<file path="src/rtl/multichannel_ima_adpcm_codec_top_defines.svh">
// Assertion macros for the IMA ADPCM codec.
// Included by files that carry concurrent checks; depends on nothing.
`ifndef MULTICHANNEL_IMA_ADPCM_CODEC_TOP_DEFINES_SVH
`define MULTICHANNEL_IMA_ADPCM_CODEC_TOP_DEFINES_SVH
`ifndef SYNTHESIS
`define IMA_ASSERT(label, clk, rst, prop, msg) \
  label: assert property (@(posedge clk) disable iff (rst) prop) else $error(msg);
`define IMA_ASSERT_NR(label, clk, prop, msg) \
  label: assert property (@(posedge clk) prop) else $error(msg);
`else
`define IMA_ASSERT(label, clk, rst, prop, msg)
`define IMA_ASSERT_NR(label, clk, prop, msg)
`endif
`endif

</file>
<file path="src/rtl/ima_pkg.sv">
// Shared types, codes and tables of the IMA ADPCM codec.
// No dependencies.
package ima_pkg;
  localparam int DefChannels = 64;
  localparam logic [6:0] MaxIndex = 7'd88;

  localparam logic [1:0] FUNC_ENC  = 2'd0;
  localparam logic [1:0] FUNC_DEC  = 2'd1;
  localparam logic [1:0] FUNC_LOAD = 2'd2;
  localparam logic [1:0] FUNC_READ = 2'd3;

  localparam logic [1:0] KIND_CODE   = 2'd0;
  localparam logic [1:0] KIND_SAMPLE = 2'd1;
  localparam logic [1:0] KIND_STATE  = 2'd2;

  // Queued work item between front and back.
  typedef struct packed {
    logic [1:0]  func;
    logic [9:0]  channel;
    logic [15:0] data;
    logic        last;
    logic        single;
    logic [15:0] set_pred;
    logic [6:0]  set_index;
  } item_t;

  typedef struct packed {
    logic [1:0]  kind;
    logic [5:0]  channel;
    logic [15:0] data;
    logic [15:0] pred;
    logic [6:0]  index;
    logic        last;
  } result_t;

  function automatic logic [14:0] step_lookup(input logic [6:0] idx);
    logic [14:0] s;
    case (idx)
      7'd0: s = 15'd7; 7'd1: s = 15'd8; 7'd2: s = 15'd9; 7'd3: s = 15'd10;
      7'd4: s = 15'd11; 7'd5: s = 15'd12; 7'd6: s = 15'd13; 7'd7: s = 15'd14;
      7'd8: s = 15'd16; 7'd9: s = 15'd17; 7'd10: s = 15'd19; 7'd11: s = 15'd21;
      7'd12: s = 15'd23; 7'd13: s = 15'd25; 7'd14: s = 15'd28; 7'd15: s = 15'd31;
      7'd16: s = 15'd34; 7'd17: s = 15'd37; 7'd18: s = 15'd41; 7'd19: s = 15'd45;
      7'd20: s = 15'd50; 7'd21: s = 15'd55; 7'd22: s = 15'd60; 7'd23: s = 15'd66;
      7'd24: s = 15'd73; 7'd25: s = 15'd80; 7'd26: s = 15'd88; 7'd27: s = 15'd97;
      7'd28: s = 15'd107; 7'd29: s = 15'd118; 7'd30: s = 15'd130; 7'd31: s = 15'd143;
      7'd32: s = 15'd157; 7'd33: s = 15'd173; 7'd34: s = 15'd190; 7'd35: s = 15'd209;
      7'd36: s = 15'd230; 7'd37: s = 15'd253; 7'd38: s = 15'd279; 7'd39: s = 15'd307;
      7'd40: s = 15'd337; 7'd41: s = 15'd371; 7'd42: s = 15'd408; 7'd43: s = 15'd449;
      7'd44: s = 15'd494; 7'd45: s = 15'd544; 7'd46: s = 15'd598; 7'd47: s = 15'd658;
      7'd48: s = 15'd724; 7'd49: s = 15'd796; 7'd50: s = 15'd876; 7'd51: s = 15'd963;
      7'd52: s = 15'd1060; 7'd53: s = 15'd1166; 7'd54: s = 15'd1282;
      7'd55: s = 15'd1411; 7'd56: s = 15'd1552; 7'd57: s = 15'd1707;
      7'd58: s = 15'd1878; 7'd59: s = 15'd2066; 7'd60: s = 15'd2272;
      7'd61: s = 15'd2499; 7'd62: s = 15'd2749; 7'd63: s = 15'd3024;
      7'd64: s = 15'd3327; 7'd65: s = 15'd3660; 7'd66: s = 15'd4026;
      7'd67: s = 15'd4428; 7'd68: s = 15'd4871; 7'd69: s = 15'd5358;
      7'd70: s = 15'd5894; 7'd71: s = 15'd6484; 7'd72: s = 15'd7132;
      7'd73: s = 15'd7845; 7'd74: s = 15'd8630; 7'd75: s = 15'd9493;
      7'd76: s = 15'd10442; 7'd77: s = 15'd11487; 7'd78: s = 15'd12635;
      7'd79: s = 15'd13899; 7'd80: s = 15'd15289; 7'd81: s = 15'd16818;
      7'd82: s = 15'd18500; 7'd83: s = 15'd20350; 7'd84: s = 15'd22385;
      7'd85: s = 15'd24623; 7'd86: s = 15'd27086; 7'd87: s = 15'd29794;
      default: s = 15'd32767;
    endcase
    return s;
  endfunction

  function automatic logic [6:0] next_index(input logic [6:0] idx, input logic [2:0] mag);
    logic [7:0] n;
    case (mag)
      3'd4: n = {1'b0, idx} + 8'd2;
      3'd5: n = {1'b0, idx} + 8'd4;
      3'd6: n = {1'b0, idx} + 8'd6;
      3'd7: n = {1'b0, idx} + 8'd8;
      default: n = (idx == 7'd0) ? 8'd0 : {1'b0, idx} - 8'd1;
    endcase
    if (n > {1'b0, MaxIndex}) n = {1'b0, MaxIndex};
    return n[6:0];
  endfunction

  function automatic logic [15:0] clamp16(input logic signed [17:0] v);
    logic [15:0] r;
    if (v > 18'sd32767) r = 16'h7fff;
    else if (v < -18'sd32768) r = 16'h8000;
    else r = v[15:0];
    return r;
  endfunction
endpackage

</file>
<file path="src/rtl/ima_front.sv">
// Front end: accepts input transactions, drops out-of-range channels,
// and queues work items in a two-entry FIFO. Depends on ima_pkg.
module ima_front #(
  parameter int CHANNELS = ima_pkg::DefChannels
) (
  input  logic           clk,
  input  logic           rst,
  input  logic           s_tvalid,
  output logic           s_tready,
  input  ima_pkg::item_t s_item,
  output logic           q_valid,
  input  logic           q_pop,
  output ima_pkg::item_t q_item
);
  import ima_pkg::*;
  `include "multichannel_ima_adpcm_codec_top_defines.svh"

  item_t      fifo [2];
  logic       wr_ptr, rd_ptr;
  logic [1:0] count;
  logic       push;

  assign s_tready = (count != 2'd2);
  // drop items aimed at channels that do not exist
  assign push     = s_tvalid && s_tready && (s_item.channel < CHANNELS);
  assign q_valid  = (count != 2'd0);
  assign q_item   = fifo[rd_ptr];

  always_ff @(posedge clk) begin
    if (push) fifo[wr_ptr] <= s_item;
  end

  always_ff @(posedge clk) begin
    if (rst) begin
      wr_ptr <= 1'b0;
      rd_ptr <= 1'b0;
      count  <= 2'd0;
    end else begin
      if (push) wr_ptr <= ~wr_ptr;
      if (q_pop) rd_ptr <= ~rd_ptr;
      count <= count + {1'b0, push} - {1'b0, q_pop};
    end
  end

  `IMA_ASSERT(a_no_pop_empty, clk, rst, q_pop |-> q_valid, "pop from empty queue")
  `IMA_ASSERT(a_count_range, clk, rst, count != 2'd3, "queue count overflow")
  `IMA_ASSERT(a_pop_count, clk, rst, (q_pop && !push) |=> count == $past(count) - 2'd1,
              "queue count mismatch")
endmodule

</file>
<file path="src/rtl/ima_back.sv">
// Back end: channel state memories, encode/decode datapath and output
// register. Each step reads the channel state, then computes and writes it back.
// Depends on ima_pkg.
module ima_back #(
  parameter int CHANNELS = ima_pkg::DefChannels
) (
  input  logic             clk,
  input  logic             rst,
  input  logic             q_valid,
  output logic             q_pop,
  input  ima_pkg::item_t   q_item,
  output logic             m_tvalid,
  input  logic             m_tready,
  output ima_pkg::result_t m_res
);
  import ima_pkg::*;
  `include "multichannel_ima_adpcm_codec_top_defines.svh"

  localparam int CW = (CHANNELS > 1) ? $clog2(CHANNELS) : 1;
  localparam int CLR_W = $clog2(CHANNELS + 1);

  localparam logic [1:0] ST_CLEAR = 2'd0;
  localparam logic [1:0] ST_READ  = 2'd1;
  localparam logic [1:0] ST_EXEC  = 2'd2;

  logic [15:0] pred_mem [CHANNELS];
  logic [6:0]  index_mem [CHANNELS];
  logic [4:0]  pend_mem [CHANNELS];

  logic [1:0]  state;
  logic [CLR_W-1:0] clr_cnt;
  logic        second;     // working on the low nibble of a decode
  logic [15:0] pred_rd;
  logic [6:0]  index_rd;
  logic [4:0]  pend_rd;
  logic [CW-1:0] ch;

  assign ch = q_item.channel[CW-1:0];

  always_ff @(posedge clk) begin
    if (state == ST_READ) begin
      pred_rd  <= pred_mem[ch];
      index_rd <= index_mem[ch];
      pend_rd  <= pend_mem[ch];
    end
  end

  // datapath
  logic [14:0] step;
  logic [3:0]  nib, code;
  logic signed [17:0] diff;
  logic [16:0] ud, ud1, ud2;
  logic [16:0] vp_enc, vp_dec, vp;
  logic [2:0]  emag;
  logic signed [17:0] sum;
  logic [15:0] new_pred;
  logic [6:0]  new_index;
  logic [6:0]  ld_index;
  logic        out_emit;
  result_t     res;

  always_comb begin
    step = step_lookup(index_rd);
    nib  = second ? q_item.data[3:0] : q_item.data[7:4];
    diff = 18'($signed(q_item.data)) - 18'($signed(pred_rd));
    ud   = diff[17] ? 17'(-diff) : diff[16:0];
    emag = 3'd0;
    vp_enc = {5'd0, step[14:3]};
    ud1 = ud;
    if (ud1 >= {2'd0, step}) begin
      emag[2] = 1'b1; ud1 = ud1 - {2'd0, step}; vp_enc = vp_enc + {2'd0, step};
    end
    ud2 = ud1;
    if (ud2 >= {3'd0, step[14:1]}) begin
      emag[1] = 1'b1; ud2 = ud2 - {3'd0, step[14:1]};
      vp_enc = vp_enc + {3'd0, step[14:1]};
    end
    if (ud2 >= {4'd0, step[14:2]}) begin
      emag[0] = 1'b1; vp_enc = vp_enc + {4'd0, step[14:2]};
    end
    vp_dec = {5'd0, step[14:3]} + (nib[2] ? {2'd0, step} : 17'd0)
           + (nib[1] ? {3'd0, step[14:1]} : 17'd0)
           + (nib[0] ? {4'd0, step[14:2]} : 17'd0);
    code = (q_item.func == FUNC_ENC) ? {diff[17], emag} : nib;
    vp   = (q_item.func == FUNC_ENC) ? vp_enc : vp_dec;
    sum  = code[3] ? 18'($signed(pred_rd)) - 18'(vp) : 18'($signed(pred_rd)) + 18'(vp);
    new_pred  = clamp16(sum);
    new_index = next_index(index_rd, code[2:0]);
    ld_index  = (q_item.set_index > MaxIndex) ? MaxIndex : q_item.set_index;

    out_emit = 1'b0;
    res.kind    = KIND_CODE;
    res.channel = q_item.channel[5:0];
    res.data    = 16'd0;
    res.pred    = new_pred;
    res.index   = new_index;
    res.last    = 1'b1;
    case (q_item.func)
      FUNC_ENC: begin
        if (pend_rd[4]) begin
          out_emit = 1'b1; res.data = {8'd0, pend_rd[3:0], code};
        end else if (q_item.last) begin
          out_emit = 1'b1; res.data = {8'd0, code, 4'd0};
        end
      end
      FUNC_DEC: begin
        out_emit = 1'b1;
        res.kind = KIND_SAMPLE;
        res.data = new_pred;
        res.last = second || q_item.single;
      end
      FUNC_LOAD: out_emit = 1'b0;
      default: begin
        out_emit  = 1'b1;
        res.kind  = KIND_STATE;
        res.pred  = pred_rd;
        res.index = index_rd;
      end
    endcase
  end

  logic exec_go, more;
  assign exec_go = (state == ST_EXEC) && (!m_tvalid || m_tready);
  assign more    = (q_item.func == FUNC_DEC) && !second && !q_item.single;
  assign q_pop   = exec_go && !more;

  always_ff @(posedge clk) begin
    if (state == ST_CLEAR) begin
      pred_mem[clr_cnt[CW-1:0]]  <= 16'd0;
      index_mem[clr_cnt[CW-1:0]] <= 7'd0;
      pend_mem[clr_cnt[CW-1:0]]  <= 5'd0;
    end else if (exec_go) begin
      unique case (q_item.func)
        FUNC_ENC: begin
          pred_mem[ch]  <= new_pred;
          index_mem[ch] <= new_index;
          if (pend_rd[4] || q_item.last) pend_mem[ch] <= 5'd0;
          else pend_mem[ch] <= {1'b1, code};
        end
        FUNC_DEC: begin
          pred_mem[ch]  <= new_pred;
          index_mem[ch] <= new_index;
        end
        FUNC_LOAD: begin
          pred_mem[ch]  <= q_item.set_pred;
          index_mem[ch] <= ld_index;
          pend_mem[ch]  <= 5'd0;
        end
        default: ;
      endcase
    end
  end

  always_ff @(posedge clk) begin
    if (exec_go && out_emit) m_res <= res;
  end

  always_ff @(posedge clk) begin
    if (rst) begin
      state    <= ST_CLEAR;
      clr_cnt  <= '0;
      second   <= 1'b0;
      m_tvalid <= 1'b0;
    end else begin
      if (m_tvalid && m_tready) m_tvalid <= 1'b0;
      if (exec_go && out_emit) m_tvalid <= 1'b1;
      unique case (state)
        ST_CLEAR: begin
          clr_cnt <= clr_cnt + 1'b1;
          if (clr_cnt == CLR_W'(CHANNELS - 1)) state <= ST_READ;
        end
        ST_READ: if (q_valid) state <= ST_EXEC;
        ST_EXEC: if (exec_go) begin
          state  <= ST_READ;
          second <= more;
        end
        default: state <= ST_READ;
      endcase
    end
  end

  `IMA_ASSERT(a_pop_in_exec, clk, rst, q_pop |-> state == ST_EXEC, "pop outside exec")
  `IMA_ASSERT(a_out_hold, clk, rst, (m_tvalid && !m_tready) |=> $stable(m_res),
              "result changed while stalled")
  `IMA_ASSERT(a_second_dec, clk, rst, (second && state == ST_EXEC) |-> q_item.func == FUNC_DEC,
              "second nibble outside decode")
endmodule

</file>
<file path="src/rtl/multichannel_ima_adpcm_codec_top.sv">
// Multichannel IMA ADPCM codec, top level.
// Input channel (s_axis): one transaction per command: encode, decode, load or read.
//   s_axis_tdata (lowest bit up): func[1:0], channel[7:2], data_in[23:8],
//   set_pred[39:24], set_index[46:40], zero fill to 48 bits.
//   s_axis_tuser: single_nibble. s_axis_tlast: last_in.
// Output channel (m_axis): code bytes, decoded samples and state reports.
//   m_axis_tdata: channel_out[5:0], data_out[21:6], pred_out[37:22],
//   index_out[44:38], zero fill to 48 bits. m_axis_tuser: kind. m_axis_tlast: last_out.
// Each state step has two states (memory read, then compute and write back),
// and a two-sample decode runs a step per sample. With the back end idle a result
// passes the queue, the read state and the compute state into the output
// register, after any queued steps ahead of it. A two-entry queue separates
// intake from execution, so input is taken while a result waits in the output register.
// After reset the block clears every channel, one per cycle, before it executes;
// items are queued meanwhile. When the receiver stalls, the output register
// holds, then the queue fills and tready drops.
// Depends on ima_pkg, ima_front, ima_back.
module multichannel_ima_adpcm_codec_top #(
  parameter int CHANNELS = ima_pkg::DefChannels
) (
  input  logic        clk,
  input  logic        rst,
  input  logic        s_axis_tvalid,
  output logic        s_axis_tready,
  input  logic [47:0] s_axis_tdata,   // func, channel, data_in, set_pred, set_index
  input  logic        s_axis_tuser,   // single_nibble
  input  logic        s_axis_tlast,
  output logic        m_axis_tvalid,
  input  logic        m_axis_tready,
  output logic [47:0] m_axis_tdata,   // channel_out, data_out, pred_out, index_out
  output logic [1:0]  m_axis_tuser,   // kind
  output logic        m_axis_tlast
);
  import ima_pkg::*;

  item_t   s_item, q_item;
  result_t res;
  logic    q_valid, q_pop;

  assign s_item.func      = s_axis_tdata[1:0];
  assign s_item.channel   = {4'd0, s_axis_tdata[7:2]};
  assign s_item.data      = s_axis_tdata[23:8];
  assign s_item.set_pred  = s_axis_tdata[39:24];
  assign s_item.set_index = s_axis_tdata[46:40];
  assign s_item.last      = s_axis_tlast;
  assign s_item.single    = s_axis_tuser;

  ima_front #(.CHANNELS(CHANNELS)) u_front (
    .clk, .rst, .s_tvalid(s_axis_tvalid), .s_tready(s_axis_tready), .s_item,
    .q_valid, .q_pop, .q_item
  );

  ima_back #(.CHANNELS(CHANNELS)) u_back (
    .clk, .rst, .q_valid, .q_pop, .q_item,
    .m_tvalid(m_axis_tvalid), .m_tready(m_axis_tready), .m_res(res)
  );

  assign m_axis_tdata = {3'd0, res.index, res.pred, res.data, res.channel};
  assign m_axis_tuser = res.kind;
  assign m_axis_tlast = res.last;
endmodule
</file>
<file path="config.mk">
export PLATFORM = sky130hd
export DESIGN_NAME = multichannel_ima_adpcm_codec_top
export DESIGN_NICKNAME = d
export VERILOG_FILES = /design/src/rtl/ima_pkg.sv /design/src/rtl/ima_front.sv /design/src/rtl/ima_back.sv /design/src/rtl/multichannel_ima_adpcm_codec_top.sv
export VERILOG_INCLUDE_DIRS = /design/src /design/src/rtl
export SDC_FILE = /design/constraint.sdc
export NUM_CORES = 2
export LEC_CHECK = 0
export BUFFER_PORTS_ARGS = -buffer_cell sky130_fd_sc_hd__buf_2
export CORE_MARGIN = 1
export CORE_UTILIZATION = 25
export CTS_CLUSTER_SIZE = 12
export DETAILED_ROUTE_END_ITERATION = 8
export PLACE_DENSITY = 0.36
export SYNTH_ARGS = -nofsm -noshare
export SYNTH_HDL_FRONTEND = slang
export SYNTH_SLANG_ARGS = --single-unit
</file>
<file path="constraint.sdc">
create_clock -name clk -period 23.1 [get_ports clk]
set_input_delay 3.465 -clock clk [delete_from_list [all_inputs] [get_ports clk]]
set_output_delay 3.465 -clock clk [all_outputs]
set_load 0.03 [all_outputs]
</file>
Word level (Yosys, flattened, before mapping)
Memory sizes are Yosys's and may differ from the RTL's. A register that Yosys moved wholly into a read port is not among the register bits.
Index checks and enable logic that the tools add are counted.
{"block": "word_totals", "regBits": 63, "ramBits": 1890, "rom_bits": 1920, "inputBits": 54, "out_inout_bits": 53, "memories": 5}
{"name": "(no name shown)", "depth": 128, "width": 15, "rd": 1, "rd_clocked_by_memory_dff": 0, "write_ports": 0, "line": "ima_pkg.sv:38", "source": "case (idx)"}
{"name": "u_back.pred_mem", "depth": 64, "width": 16, "rd": 1, "rd_clocked_by_memory_dff": 1, "write_ports": 1, "line": "ima_back.sv:26", "source": "logic [15:0] pred_mem [CHANNELS];"}
{"name": "u_back.index_mem", "depth": 64, "width": 7, "rd": 1, "rd_clocked_by_memory_dff": 1, "write_ports": 1, "line": "ima_back.sv:27", "source": "logic [6:0] index_mem [CHANNELS];"}
{"name": "u_back.pend_mem", "depth": 64, "width": 5, "rd": 1, "rd_clocked_by_memory_dff": 1, "write_ports": 1, "line": "ima_back.sv:28", "source": "logic [4:0] pend_mem [CHANNELS];"}
{"name": "u_front.fifo", "depth": 2, "width": 49, "rd": 1, "rd_clocked_by_memory_dff": 1, "write_ports": 1, "line": "ima_front.sv:18", "source": "item_t fifo [2];"}
{"block": "classes", "add_sub_neg": 20, "order_cmp": 8, "n_eq_ne": 13, "muxes": 79, "bitwise": 8, "reduce_logical": 27}
{"operator": "$mux 17", "n": 7}
{"operator": "$mux 16", "n": 6}
{"operator": "$mux 1", "n": 38}
{"operator": "$mux 7", "n": 5}
{"operator": "$add 17x17->17", "n": 2}
{"operator": "$pmux 16 s2", "n": 1}
{"operator": "$pmux 8 s4", "n": 1}
{"operator": "$mux 23", "n": 1}
{"operator": "$add 18x17->18", "n": 1}
{"operator": "$gt 18x16->1 const B", "n": 1}
{"operator": "$lt 18x16->1 const B", "n": 1}
{"operator": "$mux 18", "n": 1}
{"operator": "$mux 6", "n": 3}
{"operator": "$sub 18x17->18", "n": 1}
{"operator": "$add 12x17->17", "n": 1}
{"operator": "$add 17x13->17", "n": 1}
{"operator": "$add 17x14->17", "n": 1}
{"operator": "$ge 17x13->1", "n": 1}
{"operator": "$ge 17x14->1", "n": 1}
{"operator": "$ge 17x15->1", "n": 1}
{"operator": "$neg 17->17", "n": 1}
{"operator": "$sub 16x16->17", "n": 1}
{"operator": "$sub 17x14->17", "n": 1}
{"operator": "$sub 17x15->17", "n": 1}
{"operator": "42 further kinds", "n": 76}

Logic depth before layout (Yosys ltp)
{"block": "depth", "word_depth": 18, "mapped_depth": 85}

Cells and area by module
A second synthesis with hierarchy kept.
{"block": "hier_totals", "hier_cells": 4915, "hier_area_um2": 87946.8}
{"mod": "ima_back", "n_inst": 1, "cells_each": 4720, "area_per_inst_um2": 83815.4, "seq_area_each_um2": 56314.0}
{"mod": "ima_front", "n_inst": 1, "cells_each": 191, "area_per_inst_um2": 4105.2, "seq_area_each_um2": 3283.1}
{"mod": "multichannel_ima_adpcm_codec_top", "n_inst": 1, "cells_each": 4, "area_per_inst_um2": 26.3, "seq_area_each_um2": 0.0}

Worst setup path before layout
OpenSTA, ideal clock, no wires.
{"block": "synth_timing", "path_type": "register to register", "startpoint": "reg (tool-made name)", "endpoint": "mem u_back.pred_mem[0][3], data pin", "setup_time_ns": 0.740, "arrival_ns": 20.259, "setup_slack_ns": 2.101, "stages_incl_launch_ff": 83, "n_path_buf": 13, "cell_sequence": "dfxtp_1 -> buf_1 -> clkbuf_1 -> clkbuf_1 -> buf_1 -> buf_1 -> mux2_2 -> ha_1 -> buf_6 -> o21ai_0 -> nor2_1 -> o41a_1 -> o211ai_1 -> a21oi_1 -> nor2_1 -> clkbuf_1 -> o21ai_0 -> xnor2_1 -> [47 not listed] -> a21oi_1 -> o21ai_0 -> a21oi_1 -> o21ai_0 -> a21oi_1 -> o21ai_0 -> a21oi_1 -> o21ai_0 -> a21oi_1 -> nor2b_1 -> o21ai_0 -> nand2_1 -> xor2_1 -> nand2_1 -> o22ai_1 -> clkbuf_1 -> o22ai_2 -> a221oi_1"}
{"element": "to (decl)", "line": "ima_back.sv:26"}

==> metrics.md <==
| Metric | Value |
|---|---|
| F_max | about 49 MHz |
| Final Skew | around 0.10 ns |
| First-pass GRT wire length | roughly 450,000 µm |
| Final min period | a little over 20 ns |
| Starting Density | around a quarter |
| Pint | ~6.6 mW |
| H-tree Lvls | 4 |
| DRC Markers | 0 |
| Clock latency on the worst-skew pair | 0.91 ns |
| P_leak | between 30 and 40 nW |
| Tightest Pin Transition | ~1.3 ns |
| Crit-path max FO | between 60 and 70 |
| Clk sinks | about 2,000 |
| Most frequent cell on the critical path | o21ai_0 |
| Vias/cell | approximately 5 |
| Finished layout cell area | 104,000 µm² |
| Post-DP HPWL | 186,000 µm |
| Number of global-route vias before repair | around 60,000 |
| Core Region | around 360,000 µm² |
| Total I/O pin count | between 100 and 150 |
| Synth Area in Simple Gates | roughly 17% |
| Placed Area | about 97,000 µm² |
| Post-synthesis adder-cell area fraction | 2.99% |
| Die width | about 600 µm |
| Area leader, netlist | edfxtp_1 |
| Max Cap Viol | 0 |
| Die height | ~600 µm |
| Fin crit share | 89.2% |
| Slowest stage cell, crit path | mux2i_1 |
| Setup CP Type | reg -> reg |
| Drt initial violations | between 4,000 and 5,000 |
| Share of the synthesized area in the top cell type | 65.8% |
| Hold Path End | u_back.clr_cnt[6]$_SDFFE_PP0P_ |
| Util after Layout | ~29% |
| Setup-failing EPs final | 0 |
| Hold buffer count at CTS | 0 |
| Routed Antenna Nets | 0 |
| Max IR drop VDD | ~70 µV |
| Congestion Overflow GR | 0 |
| Pre-CTS WS | 2.54 ns |
| Post-Syn Area per Cell | about 12 µm² |
| Gate Count Post-Synth | between 7,000 and 8,000 |
| Clock slew at reported path FFs | ~0.06 ns |
| Clock Path Buffers | 4 |
| CTS buffer count | 230 |
| Mux contribution to synthesized area | less than 1% |
| Number of synthesized flops with an enable pin | a little under 2,000 |
| Post-synthesis async set-or-reset flop share | 0% |
| Reg2Reg Depth | 73 |
| CTS-repair resized insts | 0 |
| GP Congestion | ~0.83 |
| Sequential share of power | about two fifths |
| Xor/xnor share of the synthesized area | 1.27% |
| Area growth from synthesis to layout | 15.5% |
| Hold Vio Cnt, Final | 0 |
| Synth Flop Type | edfxtp_1 |
| Site row count | about 220 |
| Required @ worst endpoint | 23.60 ns |
| Worst path arrival time | 21.10 ns |
| Layout cells sized above 1 | approximately a tenth |
| Worst Hold Path Cells | 2 |
| Clock power share | between 30% and 40% |
| RR Endpoint | u_back.pred_mem[47][4]$_DFFE_PP_ |
| Layout Cells excl Fill | 12,700 |
| Slew margin rel. | a little under an eighth |
| Via count | 61,700 |
| CP Capture Type | flip-flop |
| HP Class | reg -> reg |
| R2r setup slk | between 2 and 2.5 ns |
| Total Power | between 9 and 10 mW |
| Register bit total from synthesis | 1,982 |
| Psw | between 3 and 4 mW |
| Delay of the slowest cell on the worst path | 0.70 ns |
| Sw frac | roughly a third |
| P per Cell Area | around 93 nW/µm² |
| TritonRoute pass-1 iters | 5 |
| Distinct cell type count of the synthesized netlist | 107 |
| Post-CTS setup buffers | 0 |
| Initial antenna violation count | 16 |
| Compound-Gate Fraction of Synth Area | about 8.6% |
| Main area contributors after synthesis | edfxtp_1 66%, nand2_1 8.6%, nand3_1 5.2% |
| Sequential share of the synthesized area | 66.1% |
| Final setup margin | 2.49 ns |
| RSZ-0062 raised after global routing | no |
| Synthesized area | 89,800 µm² |
| Ys Warns | 0 |
| Hold_sp | u_back.clr_cnt[6]$_SDFFE_PP0P_ |
| Total track usage | 17.1% |
| Final wirelength | 318,000 µm |
| Combinational Power Share | about a quarter |
| Largest net degree at the start of global routing | 162 |
| Run status | complete, no violations |
| I/O Buffers | about 100 |
| Largest family of logic cells by synthesized area | simple AND/OR/NAND/NOR gates |
| Final setup TNS | 0 ns |
| Hold slack | about 0.49 ns |
| Slew Viols, Final | 0 |
| DIE AREA | 361,000 µm² |
| Critical Path Source Type | flip-flop |
| Drt wl/cell | between 20 and 30 µm |
| CTS tree | built |
| Placed cells | about 12,000 |
| # nets final | approximately 8,000 |
| CTS root buf | clkbuf_16 |
==> routing by layer <==
metal | GRT usage, % | vias to the layer above | wire length [µm]
met2 | 27.7 | 1517 | 147000
met5 | 0 | - | 0
li1 | - | 28400 | -
met4 | 3.88 | 0 | 7120
met3 | 2.20 | 352 | 14900
met1 | 24.2 | 31400 | 148000
==> cell type report <==
class | instances | area (µm²)
clock inverters | 124 | 813
fillers | 36300 | 253000
repair buffers | 311 | 2250
well taps | 4751 | 5940
diodes | 28 | 70.1
inverters | 124 | 487
clock buffers | 294 | 6080
multi-input cells | 5085 | 28700
flip-flops and latches | 1982 | 59400
==> kinds of logic after synthesis <==
family,after synthesis
other cells,1
fa+ha+maj,195
mux,72
flops,1982
xor+xnor,128
buf+inv,614
compound gates,1055
simple gates,3632
==> cell usage in the layout, fill, tap and decap left out, drive strengths merged, types with 44 or more instances in the layout <==
cell and instances:
a311oi 323, nand3 931, clkinv 108, xor2 44
buf 311, nand2 2053, clkbuf 294, ha 162
and3 132, nor3 61, inv 128, o21ai 147
a21oi 233, a31oi 66, xnor2 84, nor2 307
edfxtp 1966
==> power by group through the flow <==
stage | logic [mW] | clock network (mW) | registers [mW]
global placement | 2.26 | 0 | 4.04
CTS | 2.26 | 3.53 | 3.96
floorplan | 1.48 | 0 | 4.04
detailed placement | 2.25 | 0 | 4.04
finish | 2.25 | 3.42 | 3.97
global route | 2.45 | 3.65 | 3.97
==> cells in the mapped netlist, drive strengths merged, types with 75 or more instances <==
cell type,count
inv,122
a311oi,323
edfxtp,1966
nand3,931
nand2,2053
xnor2,84
buf,75
ha,162
clkbuf,415
nor2,307
a21oi,233
o21ai,147
and3,132
==> state kept, by name, summed over array words and instances (netlist names), named ones only <==
signal	cells
u_front.rd_ptr	1
u_front.fifo	98
u_front.count	2
u_back.m_res	48
u_back.clr_cnt	7
u_back.second	1
u_back.state	2
u_back.pend_mem	320
u_back.pred_rd	16
u_back.index_mem	448
u_back.pend_rd	5
u_back.index_rd	7
u_back.m_tvalid	1
u_front.wr_ptr	1
u_back.pred_mem	1024
==> critical path: cells and delay by family, from the launching register on <==
family	cells	cell delay, ns
simple gates	18	4.59
fa+ha+maj	7	2.20
compound gates	36	8.85
buf+inv	5	1.60
flops	1	0.63
xor+xnor	4	0.94
mux	3	1.29
==> how the worst max path moves through the flow <==
stage                                             to  cells after the start  slack [ns]       from
floorplan            u_back.pred_mem[0][3]$_DFFE_PP_                     82        2.10  flip-flop
global placement    u_back.pred_mem[23][4]$_DFFE_PP_                     75        2.35  flip-flop
detailed placement  u_back.pred_mem[23][4]$_DFFE_PP_                     73        2.54  flip-flop
CTS                 u_back.pred_mem[43][4]$_DFFE_PP_                     73        2.36  flip-flop
global route        u_back.pred_mem[43][4]$_DFFE_PP_                     73        1.03  flip-flop
finish              u_back.pred_mem[47][4]$_DFFE_PP_                     73        2.49  flip-flop
(Power assumes the default switching activity.)
